--- config.mk ---
export PLATFORM = sky130hd
export DESIGN_NAME = mlfq_ctrl
export DESIGN_NICKNAME = d
export VERILOG_FILES = /design/src/sv/mlfq_pkg.sv /design/src/sv/mlfq_ctrl.sv
export SDC_FILE = /design/constraint.sdc
export NUM_CORES = 1
export LEC_CHECK = 0
export BUFFER_PORTS_ARGS = -buffer_cell sky130_fd_sc_hd__buf_4
export CORE_AREA = 2 2 39 41
export DETAILED_ROUTE_END_ITERATION = 7
export DIE_AREA = 0 0 41 43
export HOLD_SLACK_MARGIN = 0.1
export SLEW_MARGIN = 10
export SYNTH_ARGS = -nofsm -noshare
export SYNTH_HDL_FRONTEND = slang
export SYNTH_SLANG_ARGS = --single-unit
--- constraint.sdc ---
create_clock -name clk -period 2 [get_ports clk]
set_input_delay 0.2 -clock clk [delete_from_list [all_inputs] [get_ports clk]]
set_output_delay 0.2 -clock clk [all_outputs]
set_load 0.005 [all_outputs]
--- src/sv/mlfq_pkg.sv ---
// Package for the three-level feedback queue scheduler.
// Types, constants and status codes shared by controller, datapath and top.
`timescale 1ns / 1ps
`default_nettype none
package mlfq_pkg;
  localparam int MaxTasks = 64;
  localparam int SlotW = $clog2(MaxTasks);
  localparam int CntW = SlotW + 1;
  localparam int QAddrW = SlotW + 2;
  localparam logic [24:0] Sat25 = 25'h1FFFFFF;

  localparam logic [1:0] QLow = 2'd0;
  localparam logic [1:0] QMed = 2'd1;
  localparam logic [1:0] QHigh = 2'd2;
  localparam logic [1:0] QReady = 2'd3;

  localparam logic [1:0] RegQuantum = 2'd0;
  localparam logic [1:0] RegAllot = 2'd1;
  localparam logic [1:0] RegBoost = 2'd2;

  localparam logic [2:0] StAdded = 3'd0;
  localparam logic [2:0] StRan = 3'd1;
  localparam logic [2:0] StFinished = 3'd2;
  localparam logic [2:0] StDemoted = 3'd3;
  localparam logic [2:0] StIoYield = 3'd4;
  localparam logic [2:0] StIdle = 3'd5;
  localparam logic [2:0] StAllDone = 3'd6;
  localparam logic [2:0] StFull = 3'd7;

  typedef struct packed {
    logic op;
    logic [23:0] job_length;
    logic [6:0] io_odds;
    logic [6:0] io_roll;
  } in_beat_t;

  typedef struct packed {
    logic [2:0] status;
    logic [5:0] task_index;
    logic [15:0] run_time;
    logic [1:0] level;
    logic boosted;
  } out_beat_t;

  typedef enum logic [2:0] {
    CmdNone, CmdAdd, CmdBoostStart, CmdBoostRead, CmdBoostMove, CmdSelect, CmdRead,
    CmdDecide
  } cmd_t;

  typedef struct packed {
    logic full;
    logic boost_due;
    logic boost_busy;
    logic pick_none;
  } stat_t;
endpackage
`default_nettype wire

--- src/sv/mlfq_ctrl.sv ---
// Controller of the scheduler: sequences one beat through the datapath.
// Depends on mlfq_pkg.
`timescale 1ns / 1ps
`default_nettype none
module mlfq_ctrl (
  input wire logic clk,
  input wire logic rst,
  input wire logic in_valid,
  input wire logic in_op,
  input wire logic out_stall,
  input wire mlfq_pkg::stat_t stat,
  output logic in_stall,
  output logic out_valid,
  output mlfq_pkg::cmd_t cmd
);
  typedef enum logic [2:0] {
    SIdle, SBoost, SMove, SSel, SRead, SWait, SDec, SOut
  } state_t;
  state_t state;

  logic out_set;
  assign in_stall = (state != SIdle) || (out_valid && out_stall);
  assign out_set = (state == SIdle && cmd == mlfq_pkg::CmdAdd) ||
                   (state == SRead && stat.pick_none) || (state == SDec);

  always_comb begin
    case (state)
      SIdle: cmd = (in_valid && !in_stall) ?
                   (in_op ? mlfq_pkg::CmdBoostStart : mlfq_pkg::CmdAdd) : mlfq_pkg::CmdNone;
      SBoost: cmd = stat.boost_busy ? mlfq_pkg::CmdBoostRead : mlfq_pkg::CmdNone;
      SMove: cmd = mlfq_pkg::CmdBoostMove;
      SSel: cmd = mlfq_pkg::CmdSelect;
      SRead: cmd = mlfq_pkg::CmdRead;
      SDec: cmd = mlfq_pkg::CmdDecide;
      default: cmd = mlfq_pkg::CmdNone;
    endcase
  end

  always_ff @(posedge clk) begin
    if (rst) begin
      state <= SIdle;
      out_valid <= 1'b0;
    end else begin
      out_valid <= out_set || (out_valid && out_stall);
      case (state)
        SIdle: begin
          if (cmd == mlfq_pkg::CmdBoostStart) begin
            state <= stat.boost_due ? SBoost : SSel;
          end
        end
        SBoost: state <= stat.boost_busy ? SMove : SSel;
        SMove: state <= SBoost;
        SSel: state <= SRead;
        SRead: state <= stat.pick_none ? SIdle : SWait;
        SWait: state <= SDec;
        SDec: state <= SIdle;
        default: state <= SIdle;
      endcase
    end
  end
endmodule
`default_nettype wire

# Word level (Yosys, flattened, before mapping)
# Cells that the tools add are included.
[classes] add_sub_neg=0 mul=0 n_div=0 magnitude_cmp=0 eq_ne=9 n_shift=0 muxes=9 bitwise=0 n_reduce_logical=11
[op_table] operator="3-bit case mux with 6 select lines" n=2
[op_table] operator="3-bit by 2-bit == test with 1-bit output, second input constant" n=3
[op_table] operator="3-bit == test, second input constant" n=3
[op_table] operator="2-bit 2-to-1 mux" n=4
[op_table] operator="3-bit by 1-bit == test with 1-bit output, second input constant" n=2
[op_table] operator="3-bit 2-to-1 mux" n=2
[op_table] operator="1-bit logical AND" n=4
[op_table] operator="1-bit logical OR" n=4
[op_table] operator="3-bit zero test" n=1
[op_table] operator="3-bit nonzero test" n=1
[op_table] operator="2-bit by 1-bit inequality test with 1-bit output, second input constant" n=1
[op_table] operator="1-bit zero test" n=1
[op_table] operator="1-bit 2-to-1 mux" n=1
[word_totals] register_bits=4 latchBits=0 ramBits=0 mem_bits_ro=0 input_bits=9 out_inout_bits=5 word_cells=31 mem_count=0

# Logic depth before layout (Yosys ltp)
# Gate-level depths: netlist (run 1).
[depth] word_depth=11 depth_mapped=4 depth_no_buf=3

# Worst setup path before layout (run 1)
# Ideal clock, no wire load.
[synth_timing] path_kind="flip-flop to output port" start="reg out_valid" end="out cmd[1]" arrival_time_ns=0.882 required_ns=1.800 setup_slack_ns=0.918 path_stages_with_launch=4 n_path_buf=0 cell_sequence="dfxtp_1 > nand2_1 > nand3_1 > o311ai_0"
[synth_between] elab_chain_len=6
[synth_lines] item="start: declaration" line_no="mlfq_ctrl.sv:13" source="output logic out_valid,"
[synth_lines] item="start signal: assignment" line_no="mlfq_ctrl.sv:44" source="out_valid <= out_set || (out_valid && out_stall);"
[synth_lines] item="1-bit logical AND" line_no="mlfq_ctrl.sv:22" source="assign in_stall = (state != SIdle) || (out_valid && out_stall);"
[synth_lines] item="1-bit logical OR" line_no="mlfq_ctrl.sv:22"
[synth_lines] item="1-bit zero test" line_no="mlfq_ctrl.sv:28" source="SIdle: cmd = (in_valid && !in_stall) ?"
[synth_lines] item="1-bit logical AND" line_no="mlfq_ctrl.sv:28"
[synth_lines] item="2-bit 2-to-1 mux" line_no="mlfq_ctrl.sv:28"
[synth_lines] item="3-bit case mux with 6 select lines" line_no="mlfq_ctrl.sv:27" source="case (state)"
[synth_lines] item="end: declaration" line_no="mlfq_ctrl.sv:14" source="output mlfq_pkg::cmd_t cmd"
# No other way between the ends.

# Worst setup path after layout (run 1)
# Same ends and word-level chain as after synthesis.

==> key figures, run 1 <==
Placement
  • Port Buffer Count: 12
  • Detailed Place HPWL: 474.6 µm
  • Routability cong.: 0.7044

Hold path
  • Worst Hold Class: primary input to flip-flop

STA
  • Final Setup Violations: 0
  • Final Cycle Share: 0.7471
  • Final TNS setup: 0 ns
  • Fin. Hold Viols: 0
  • Tightest Pin Transition: 0.3969 ns
  • Min Tclk post-route: 1.494 ns
  • Max Freq: 0.6693 GHz
  • Clock skew: 0.0002193 ns
  • Unrepaired setup endpoints after global routing: no
  • Final Max Tran Viols: 0
  • Max_slew headroom: 0.7350

Global route
  • First-pass GRT wire length: 917 µm
  • GRT Util Overall: 0.07823
  • Global route total overflow: 0
  • Vias in the first global route: 243
  • Initial antenna violation count: 0
  • Largest net degree at the start of global routing: 12

Floorplan
  • Core area: 1384 µm²
  • Ports: 14
  • Die Y-Extent: 43 µm
  • Die ar.: 1763 µm²
  • Starting Density: 0.2052
  • Width of the die: 41 µm
  • Core Rows: 14

Synth
  • Cells after Synth: 35
  • Mapped Nets: 44
  • Number of enable flip-flop cells after synthesis: 0
  • Yosys warning total: 0
  • Area contributors post-synth: dfxtp_1 28%, o21a_1 7.9%, nor2_1 6.6%
  • Synth Register Bits: 4
  • Synthesized area: 284.0 µm²
  • Post-synth top area cell: dfxtp_1
  • Netlist cell types: 23
  • Seq/Total Area, Yosys: 0.2819
  • Top cell type's share of synthesized area: 0.2819
  • Asr flop ratio synth: 0
  • Main synth FF type: dfxtp_1
  • Syn Area/Cell: 8.115 µm²

Routing
  • Iteration-0 DRC Markers: 1
  • Vias post-DR: 289
  • M1 WL: 265 µm
  • Max layer used: met3
  • Met2 wire len: 306 µm
  • DRT antenna net count: 0
  • WL met3: 35 µm
  • Routed WL per cell: 9.635 µm
  • Vias per inst: 4.587
  • DRC: 0
  • Drt total wl: 607 µm
  • Drt pass-1 iters: 2

CTS
  • CTS Buf Count: 3
  • TritonCTS clock tree: built
  • Worst-Skew Late Latency: 0.23 ns
  • Clk slew on worst S/H paths: 0.04 ns
  • Setup bufs post-CTS: 0
  • CTS Hold Bufs: 0
  • Root buffer cell: clkbuf_4
  • CTS resizes: 0
  • Clk buf depth: 2
  • H-Tree Depth: 1
  • CTS Sinks: 4

Run
  • Max-cap viol count: 0

Final layout
  • Number of filler cells placed in the layout: 160
  • Area Overhead vs Synth: 38.33%
  • Final core utilization: 0.2839
  • Ant diodes: 0
  • Final nets: 58
  • Share of cells above drive strength 1: 0.3830

Worst setup path
  • Worst Setup End Kind: output port
  • CP Data Arrival Time: 1.29 ns
  • Worst Path Required: 1.80 ns
  • Setup crit start kind: flip-flop
  • Crit path from: out_valid
  • R2R setup slack: 0.92 ns
  • Crit path kind: flip-flop to output port
  • Reg-to-reg endpoint: state[0]
  • Setup crit end: cmd[1]
  • Worst-path maximum fanout: 5
  • Reg2Reg Launch Point: state[1]
  • Reg2reg path depth: 3

Pwr
  • LEAKAGE: 0.1649 nW
  • PwrDens: 717.2 nW/µm²
  • Worst vdd ir: 289.9 µV

Status
  • Status: finished, final reports clean
==> worst min-delay path by stage <==
stage                    end  depth (start not counted)  slack (ns)  start
floorplan           state[0]                          1        0.26    rst
global placement    state[0]                          2        0.39    rst
detailed placement  state[0]                          2        0.39    rst
CTS                 state[0]                          2        0.14    rst
global route        state[0]                          2        0.16    rst
finish              state[0]                          2        0.16    rst
==> synth_stat cells (2+ instances only) <==
library cell / n
nand3_1: 2
dfxtp_1: 4
nand2_1: 3
o21a_1: 3
nor2_1: 5
==> state kept, by name (all words and copies together), names as in the netlist <==
name       flops
out_valid      1
state          3
==> cell type report <==
cell class,count,area (µm²),area share
clock buffer,3,22.52,0.05732
sequential,4,80.08,0.2038
multi-input combinational,27,176.4,0.4490
tap,16,20.02,0.05096
inverter,1,3.754,0.009554
timing repair buffer,12,90.09,0.2293
==> critical path: stages (launching register included) <==
cell,delay [ns]
dfxtp_1,0.30
nand2_1,0.14
nand3_1,0.14
o311ai_0,0.30
buf_4,0.17
==> through the flow <==
stage          setup WS (ns)  area [µm²]  power [mW]  hold WS (ns)  instances
2_1_floorplan         0.9180       284.0      0.1514        0.2646         35
3_3_place_gp          0.7200       370.4      0.1864        0.3943         60
3_5_place_dp          0.7447       370.4      0.1872        0.3938         60
4_1_cts               0.4894       392.9      0.2902        0.1448         63
5_1_grt               0.3566       392.9      0.3022        0.1627         63
6_report              0.5058       392.9      0.2818        0.1564         63
==> placed cells by master, fill, tap and decap left out <==
cell,n
nor3_2,1
nor3_1,1
a31oi_1,1
o311ai_0,1
a41oi_1,1
a22oi_1,1
nor2_1,5
o21ai_0,1
o22ai_1,1
clkbuf_4,3
dfxtp_1,4
o32a_1,1
a21oi_1,1
nor2b_1,1
inv_1,1
o21a_1,3
a211oi_2,1
nand2_1,3
buf_4,12
nand3_1,2
xor2_1,1
nand2b_4,1
==> power breakdown <==
group	leakage [nW]	internal [mW]	switching, mW
registers	0.0328	0.0874	0.0158
clock network	0.0138	0.0669	0.0297
logic	0.118	0.0505	0.0315
total	0.165	0.205	0.0769
==> cells by family after synthesis <==
| group | Yosys count | share of synthesized area |
|---|---|---|
| compound gates | 12 | 0.3260 |
| xor+xnor | 1 | 0.03084 |
| buf+inv | 4 | 0.09689 |
| flops | 4 | 0.2819 |
| simple gates | 14 | 0.2643 |
==> routing by layer <==
| layer | vias to the layer above | GRT usage |
|---|---|---|
| li1 | 153 | - |
| met1 | 129 | 0.08974 |
| met2 | 7 | 0.1094 |
| met3 | 0 | 0.01571 |
| met4 | 0 | 0.08000 |
| met5 | - | 0 |
(Power assumes the default switching activity.)
==> run 2: changes to the inputs <==
--- a/config.mk
+++ b/config.mk
@@ -5,6 +5,7 @@
 export SDC_FILE = /design/constraint.sdc
 export NUM_CORES = 1
 export LEC_CHECK = 0
+export ABC_AREA = 1
 export BUFFER_PORTS_ARGS = -buffer_cell sky130_fd_sc_hd__buf_4
 export CORE_AREA = 2 2 39 41
 export DETAILED_ROUTE_END_ITERATION = 7
==> constraint.sdc (replaced) <==
create_clock -name clk -period 1.4 [get_ports clk]
set_input_delay 0.14 -clock clk [delete_from_list [all_inputs] [get_ports clk]]
set_output_delay 0.14 -clock clk [all_outputs]
set_load 0.005 [all_outputs]
==> run 2 against run 1 <==
  * Count of clock-buffer cells in the layout did not move
  * Critical path depth up 2
  * Clock skew about the same
  * Global-route usage up 1.4 points
  * Cell area increased by 10%
  * Non-clock buffer count increased by 1
  * Synthesized area down 5.7%
  * Sequential share of layout area fell by 1.0 points
  * First-iteration DRC count rose by 100%
  * Core utilization rose by 2.9 points
  * Critical path type unchanged
  * Largest power group is now combinational logic
==> key figures, run 2 <==
CTS
  • Root buffer cell: clkbuf_4
  • CTS Sinks: 4 (unchanged)
  • CTS Buf Count: 3 (unchanged)
  • Setup bufs post-CTS: 0 (unchanged)
  • TritonCTS clock tree: built
  • Clk buf depth: 2 (unchanged)
  • Clk slew on worst S/H paths: 0.03 ns (about the same)
  • Worst-Skew Late Latency: 0.23 ns (about the same)
  • H-Tree Depth: 1 (unchanged)

Final layout
  • Multi-input gate area: 185.2 µm² (+5.0%)
  • Ant diodes: 0 (unchanged)
  • Largest register by flop count: state
  • Final nets: 70 (+21%)
  • Top Registers: state x3, out_valid x1
  • Most frequent cells in the layout: 12 x buf_4, 8 x nor2_1, 7 x nand2_1
  • Share of cells above drive strength 1: 0.4068 (+0.02380)
  • Number of flip-flops in the largest register: 3 (unchanged)
  • Area Overhead vs Synth: 61.68%
  • Final instance area: 432.9 µm² (+10%)
  • Commonest non-fill, non-tap cell in the layout: buf_4
  • Number of filler cells placed in the layout: 168 (+5.0%)
  • Register Area: 83.83 µm² (+4.7%)

Synth
  • Syn Area/Cell: 6.227 µm² (-23%)
  • Area contributors post-synth: dfxtp_1 30%, nor2_1 11%, nand2_1 9.8%
  • Top cell type's share of synthesized area: 0.2991 (+0.01713)
  • Synthesized area: 267.8 µm² (-5.7%)
  • Number of enable flip-flop cells after synthesis: 0 (unchanged)
  • Netlist cell types: 15 (-35%)
  • Main synth FF type: dfxtp_1
  • Commonest cells in the netlist: 8 x nor2_1, 7 x nand2_1, 4 x dfxtp_1, 4 x inv_1, 4 x nand3_1
  • Seq/Total Area, Yosys: 0.2991 (+0.01713)
  • Cells after Synth: 43 (+23%)
  • Asr flop ratio synth: 0 (unchanged)
  • Post-synth top area cell: dfxtp_1
  • Yosys warning total: 0 (unchanged)
  • Mapped Nets: 52 (+18%)
  • Most instantiated library cell after synthesis: nor2_1
  • Synth Register Bits: 4 (unchanged)

STA
  • Min Tclk post-route: 1.271 ns
  • Final Cycle Share: 0.9080
  • Final Setup Violations: 0 (unchanged)
  • Final TNS setup: 0 ns (unchanged)
  • Clock skew: 0.0006941 ns (+0.0004748 ns)
  • Max Freq: 0.7867 GHz
  • Unrepaired setup endpoints after global routing: no
  • Final Max Tran Viols: 0 (unchanged)
  • Tightest Pin Transition: 0.2335 ns (-0.1634 ns)
  • Max_slew headroom: 0.8436 (+0.1086)
  • Fin. Hold Viols: 0 (unchanged)

Worst setup path
  • Worst-path maximum fanout: 6 (+1)
  • Crit path kind: flip-flop to output port
  • Worst path slowest cell: dfxtp_2
  • Worst Setup End Kind: output port
  • Worst Path Required: 1.26 ns (-0.54 ns)
  • CP Data Arrival Time: 1.13 ns (-0.16 ns)
  • CP cell instances: nor2_4 -> nand4_2 -> nor2_2 -> inv_1 -> nand3_1 -> buf_4
  • Slowest Stage Delay on Critical Path: 0.35 ns (+0.05 ns)
  • Setup crit start kind: flip-flop

Hold path
  • Worst Hold Class: primary input to flip-flop

Run
  • Max-cap viol count: 0 (unchanged)

Placement
  • Detailed Place HPWL: 552.2 µm (+16%)
  • Area after DPL: 377.9 µm² (+2.0%)
  • Port Buffer Count: 12 (unchanged)
  • Routability cong.: 0.7574 (+7.5%)

Routing
  • DRT antenna net count: 0 (unchanged)
  • Drt pass-1 iters: 4 (+2)
  • Routed WL per cell: 9.000 µm (-6.6%)
  • Vias per inst: 4.400 (-4.1%)
  • Vias post-DR: 330 (+14%)
  • Drt total wl: 675 µm (+11%)
  • DRC: 0 (unchanged)
  • Iteration-0 DRC Markers: 2 (+1)

Pwr
  • Worst vdd ir: 448.8 µV (+55%)
  • LEAKAGE: 0.1961 nW (+19%)
  • PwrDens: 1035 nW/µm² (+44%)

Floorplan
  • Die ar.: 1763 µm² (unchanged)
  • Ports: 14 (unchanged)
  • Starting Density: 0.1935 (-0.01175)
  • Core area: 1384 µm² (unchanged)
  • Width of the die: 41 µm (unchanged)
  • Core Rows: 14 (unchanged)
  • Die Y-Extent: 43 µm (unchanged)

Global route
  • Largest net degree at the start of global routing: 10 (-2)
  • Initial antenna violation count: 0 (unchanged)
  • Global route total overflow: 0 (unchanged)
  • Vias in the first global route: 265 (+9.1%)
  • GRT Util Overall: 0.09246 (+0.01423)
  • First-pass GRT wire length: 1028 µm (+12%)

Status
  • Status: finished, final reports clean
run 2: worst paths after layout:
kind,start,endpoint,slack [ns],cells past startpoint
hold reg to reg,state[1],state[0],0.58,3
setup reg to reg,state[0],state[2],0.39,5
hold / removal,stat[2],state[1],0.18,4
setup / recovery,state[0],cmd[0],0.13,6
run 2: what timing repair did:
item | in CTS | in global routing
endpoints found under the hold margin | 2 | 0
hold buffers | 1 | 0
resized for setup | 0 | 7
setup endpoints to repair | 0 | 2
run 2: stage by stage:
| stage | util | power (mW) | hold slack, ns | instances | worst slack [ns] |
|---|---|---|---|---|---|
| after global routing | 0.3128 | 0.4891 | 0.1912 | 75 | 0.02235 |
| after global placement | 0.2731 | 0.2961 | 0.3248 | 71 | 0.2944 |
| after floorplan | - | 0.2256 | 0.2124 | 43 | 0.4694 |
| after CTS | 0.2966 | 0.4457 | 0.1806 | 75 | 0.03140 |
| after detailed placement | 0.2731 | 0.2986 | 0.3257 | 71 | 0.2877 |
| final | 0.3128 | 0.4481 | 0.1761 | 75 | 0.1288 |
run 2: layout make-up:
cell class              count  share of cell area
inverters                   5             0.04913
repair buffers             13              0.2312
multi-input cells          34              0.4277
clock buffers               3             0.05202
well taps                  16             0.04624
flip-flops and latches      4              0.1936
run 2: cells by family (layout without fill, tap and decap cells):
group | after synthesis | count (layout) | share of synthesized area
DFF | 4 | 4 | 0.2991
AOI/OAI and AO/OA | 7 | 7 | 0.1355
and+or+nand+nor | 27 | 27 | 0.4953
buffers and inverters | 5 | 21 | 0.07006
run 2: layer usage:
metal	global-route usage	vias to the layer above	part of all wire
met5	0	-	0
met4	0.1000	0	0
met3	0.01571	0	0.049
met2	0.1094	6	0.49
met1	0.1258	143	0.46
li1	-	181	-
run 2: where the power goes:
part / leakage (nW) / total (mW) / internal (mW) / switching (mW)
clock network: 0.0138 / 0.138 / 0.0955 / 0.0420
registers: 0.0340 / 0.146 / 0.129 / 0.0178
logic: 0.148 / 0.164 / 0.0827 / 0.0815
total: 0.196 / 0.448 / 0.307 / 0.141
run 2: critical path, delay by kind of cell (launching register included):
kind	cells	cell delay, ns
buffers and inverters	2	0.16
DFF	1	0.35
and+or+nand+nor	4	0.40
==> run 3: changes to the inputs <==
--- a/config.mk
+++ b/config.mk
@@ -7,10 +7,13 @@
 export LEC_CHECK = 0
 export ABC_AREA = 1
 export BUFFER_PORTS_ARGS = -buffer_cell sky130_fd_sc_hd__buf_4
-export CORE_AREA = 2 2 39 41
+export CELL_PAD_IN_SITES_DETAIL_PLACEMENT = 0
+export CELL_PAD_IN_SITES_GLOBAL_PLACEMENT = 2
+export CORE_MARGIN = 1.5
+export CORE_UTILIZATION = 18
 export DETAILED_ROUTE_END_ITERATION = 7
-export DIE_AREA = 0 0 41 43
 export HOLD_SLACK_MARGIN = 0.1
+export PLACE_DENSITY_LB_ADDON = 0.1
 export SLEW_MARGIN = 10
 export SYNTH_ARGS = -nofsm -noshare
 export SYNTH_HDL_FRONTEND = slang
==> run 3 against run 2 <==
  * Routed wire length up 15%
  * Combinational power about the same
  * Hold slack better by 0.0081 ns
  * Count of clock-buffer cells in the layout unchanged
  * Cell count down 1.3%
  * Cell area down 2.6%
==> key figures, run 3 (synthesized netlist as in run 2, its figures left out) <==
Routing
  • Vias post-DR: 332 (+0.61%)
  • Drt total wl: 773 µm (+15%)
  • Iteration-0 DRC Markers: 3 (+1)
  • DRC: 0 (unchanged)
  • Vias per inst: 4.486 (+2.0%)
  • DRT antenna net count: 0 (unchanged)
  • Routed WL per cell: 10.45 µm (+16%)
  • Drt pass-1 iters: 2 (-2)

Global route
  • GRT Util Overall: 0.1022 (+0.009688)
  • Vias in the first global route: 356 (+34%)
  • Global route total overflow: 0 (unchanged)
  • First-pass GRT wire length: 1338 µm (+30%)
  • Met3 Use GR: 0.03478 (+0.01908)
  • Met1 global-route usage: 0.1181 (-0.007696)
  • Initial antenna violation count: 0 (unchanged)
  • Largest net degree at the start of global routing: 10 (unchanged)
  • Busiest layer in global routing: met2
  • M2 GR Usage: 0.1531 (+0.04375)

CTS
  • CTS Buf Count: 3 (unchanged)
  • Clk slew on worst S/H paths: 0.04 ns (about the same)
  • Setup bufs post-CTS: 0 (unchanged)
  • Root buffer cell: clkbuf_4
  • Clk buf depth: 2 (unchanged)
  • CTS Sinks: 4 (unchanged)
  • TritonCTS clock tree: built
  • Worst-Skew Late Latency: 0.23 ns (about the same)
  • H-Tree Depth: 1 (unchanged)

Pwr
  • LEAKAGE: 0.1961 nW (about the same)
  • PwrDens: 1061 nW/µm² (+2.5%)
  • Worst vdd ir: 459.7 µV (+2.4%)

Placement
  • Port Buffer Count: 12 (unchanged)
  • Detailed Place HPWL: 624.7 µm (+13%)
  • Area after DPL: 376.6 µm² (-0.33%)
  • Pre-CTS setup slack: 0.2723 ns (-0.01534 ns)
  • Routability cong.: 0.6491 (-14%)
  • Placed insts: 70 (-1.4%)

Worst setup path
  • Crit path kind: flip-flop to output port
  • Slowest Stage Delay on Critical Path: 0.38 ns (+0.03 ns)
  • Worst Path Required: 1.26 ns (about the same)
  • R2R setup slack: 0.42 ns (+0.03 ns)
  • CP Data Arrival Time: 1.15 ns (+0.02 ns)
  • Worst path slowest cell: dfxtp_4
  • Setup crit start kind: flip-flop
  • Reg-to-reg endpoint: state[2]
  • Worst Setup End Kind: output port
  • Reg2Reg Launch Point: state[1]
  • Reg2reg path depth: 5 (unchanged)
  • CP cell instances: inv_1 -> nor3_2 -> nor2_1 -> nand3_1 -> buf_4
  • Worst-path maximum fanout: 6 (unchanged)

Floorplan
  • Die ar.: 1728 µm² (-2.0%)
  • Starting Density: 0.1983 (+0.004842)
  • Width of the die: 41.57 µm (+1.4%)
  • Core Rows: 13 (-1)
  • Die Y-Extent: 41.57 µm (-3.3%)
  • Ports: 14 (unchanged)
  • Core area: 1350 µm² (-2.4%)

Status
  • Status: finished, final reports clean

STA
  • Tightest Pin Transition: 0.2225 ns (-0.01107 ns)
  • Max_slew headroom: 0.8510 (+0.007412)
  • Clock skew: 0.005163 ns (+0.004469 ns)
  • Final Cycle Share: 0.9244 (+0.01644)
  • Fin. Hold Viols: 0 (unchanged)
  • Unrepaired setup endpoints after global routing: no
  • Min Tclk post-route: 1.294 ns (+0.02302 ns)
  • Final Setup Violations: 0 (unchanged)
  • Final Max Tran Viols: 0 (unchanged)
  • Final TNS setup: 0 ns (unchanged)
  • Smallest hold slack: 0.1842 ns (+0.008077 ns)
  • Setup ws final: 0.1058 ns (-0.02302 ns)
  • Max Freq: 0.7727 GHz (-1.8%)

Final layout
  • Most frequent cells in the layout: 12 x buf_4, 8 x nor2_1, 7 x nand2_1
  • Final instance area: 421.7 µm² (-2.6%)
  • Share of cells above drive strength 1: 0.3729 (-0.03390)
  • Area Overhead vs Synth: 57.48%
  • Top Registers: state x3, out_valid x1
  • Final nets: 70 (unchanged)
  • Commonest non-fill, non-tap cell in the layout: buf_4
  • Number of flip-flops in the largest register: 3 (unchanged)
  • Ant diodes: 0 (unchanged)
  • Final cell count without fillers: 74 (-1.3%)
  • Largest register by flop count: state

Hold path
  • WHS Path Cells: 4 (unchanged)
  • Worst Hold Class: primary input to flip-flop
  • Hold EP: state[1]
  • Hold Startpoint: stat[2]

Run
  • Max-cap viol count: 0 (unchanged)
run 3: worst max path at each step:
stage	startpoint	to	slack (ns)	depth (start not counted)
2_1_floorplan	state[0]	cmd[0]	0.47	5
3_3_place_gp	state[0]	cmd[0]	0.29	5
3_5_place_dp	state[0]	cmd[0]	0.27	5
4_1_cts	state[0]	cmd[0]	0.02	5
5_1_grt	state[1]	cmd[0]	0.004	5
6_report	state[0]	cmd[0]	0.11	5
run 3: metrics by stage:
stage	utilization	total power [mW]
2_1_floorplan	-	0.2256
3_3_place_gp	0.2790	0.2992
3_5_place_dp	0.2790	0.3004
4_1_cts	0.3031	0.4481
5_1_grt	0.3123	0.4868
6_report	0.3123	0.4475
run 3: what timing repair did:
item	in CTS	in global routing
hold buffers	1	0
hold endpoints to repair	2	0
endpoints found under the setup margin	0	2
resized for setup	0	5
run 3: final cells by class:
class                      count  area, µm²
fill                         166      928.4
multi-input combinational     34      173.9
timing repair buffer          13      100.1
sequential                     4      85.08
clock buffer                   3      22.52
inverter                       5      21.27
tap                           15      18.77
run 3: power by group:
| part | total [mW] | switching [mW] | internal (mW) |
|---|---|---|---|
| Clock | 0.141 | 0.0448 | 0.0957 |
| Sequential | 0.146 | 0.0178 | 0.128 |
| Combinational | 0.161 | 0.0788 | 0.0821 |
| Total | 0.448 | 0.141 | 0.306 |
run 3: routing by layer:
| metal | part of all wire | up-vias |
|---|---|---|
| met1 | 0.46 | 146 |
| met3 | 0.041 | 0 |
| met4 | 0 | 0 |
| met5 | 0 | - |
| li1 | - | 179 |
| met2 | 0.49 | 7 |
run 3: critical path, delay by kind of cell, from the launching register on:
kind | cells | cell delay, ns
simple gates | 3 | 0.36
flops | 1 | 0.38
buf+inv | 2 | 0.19
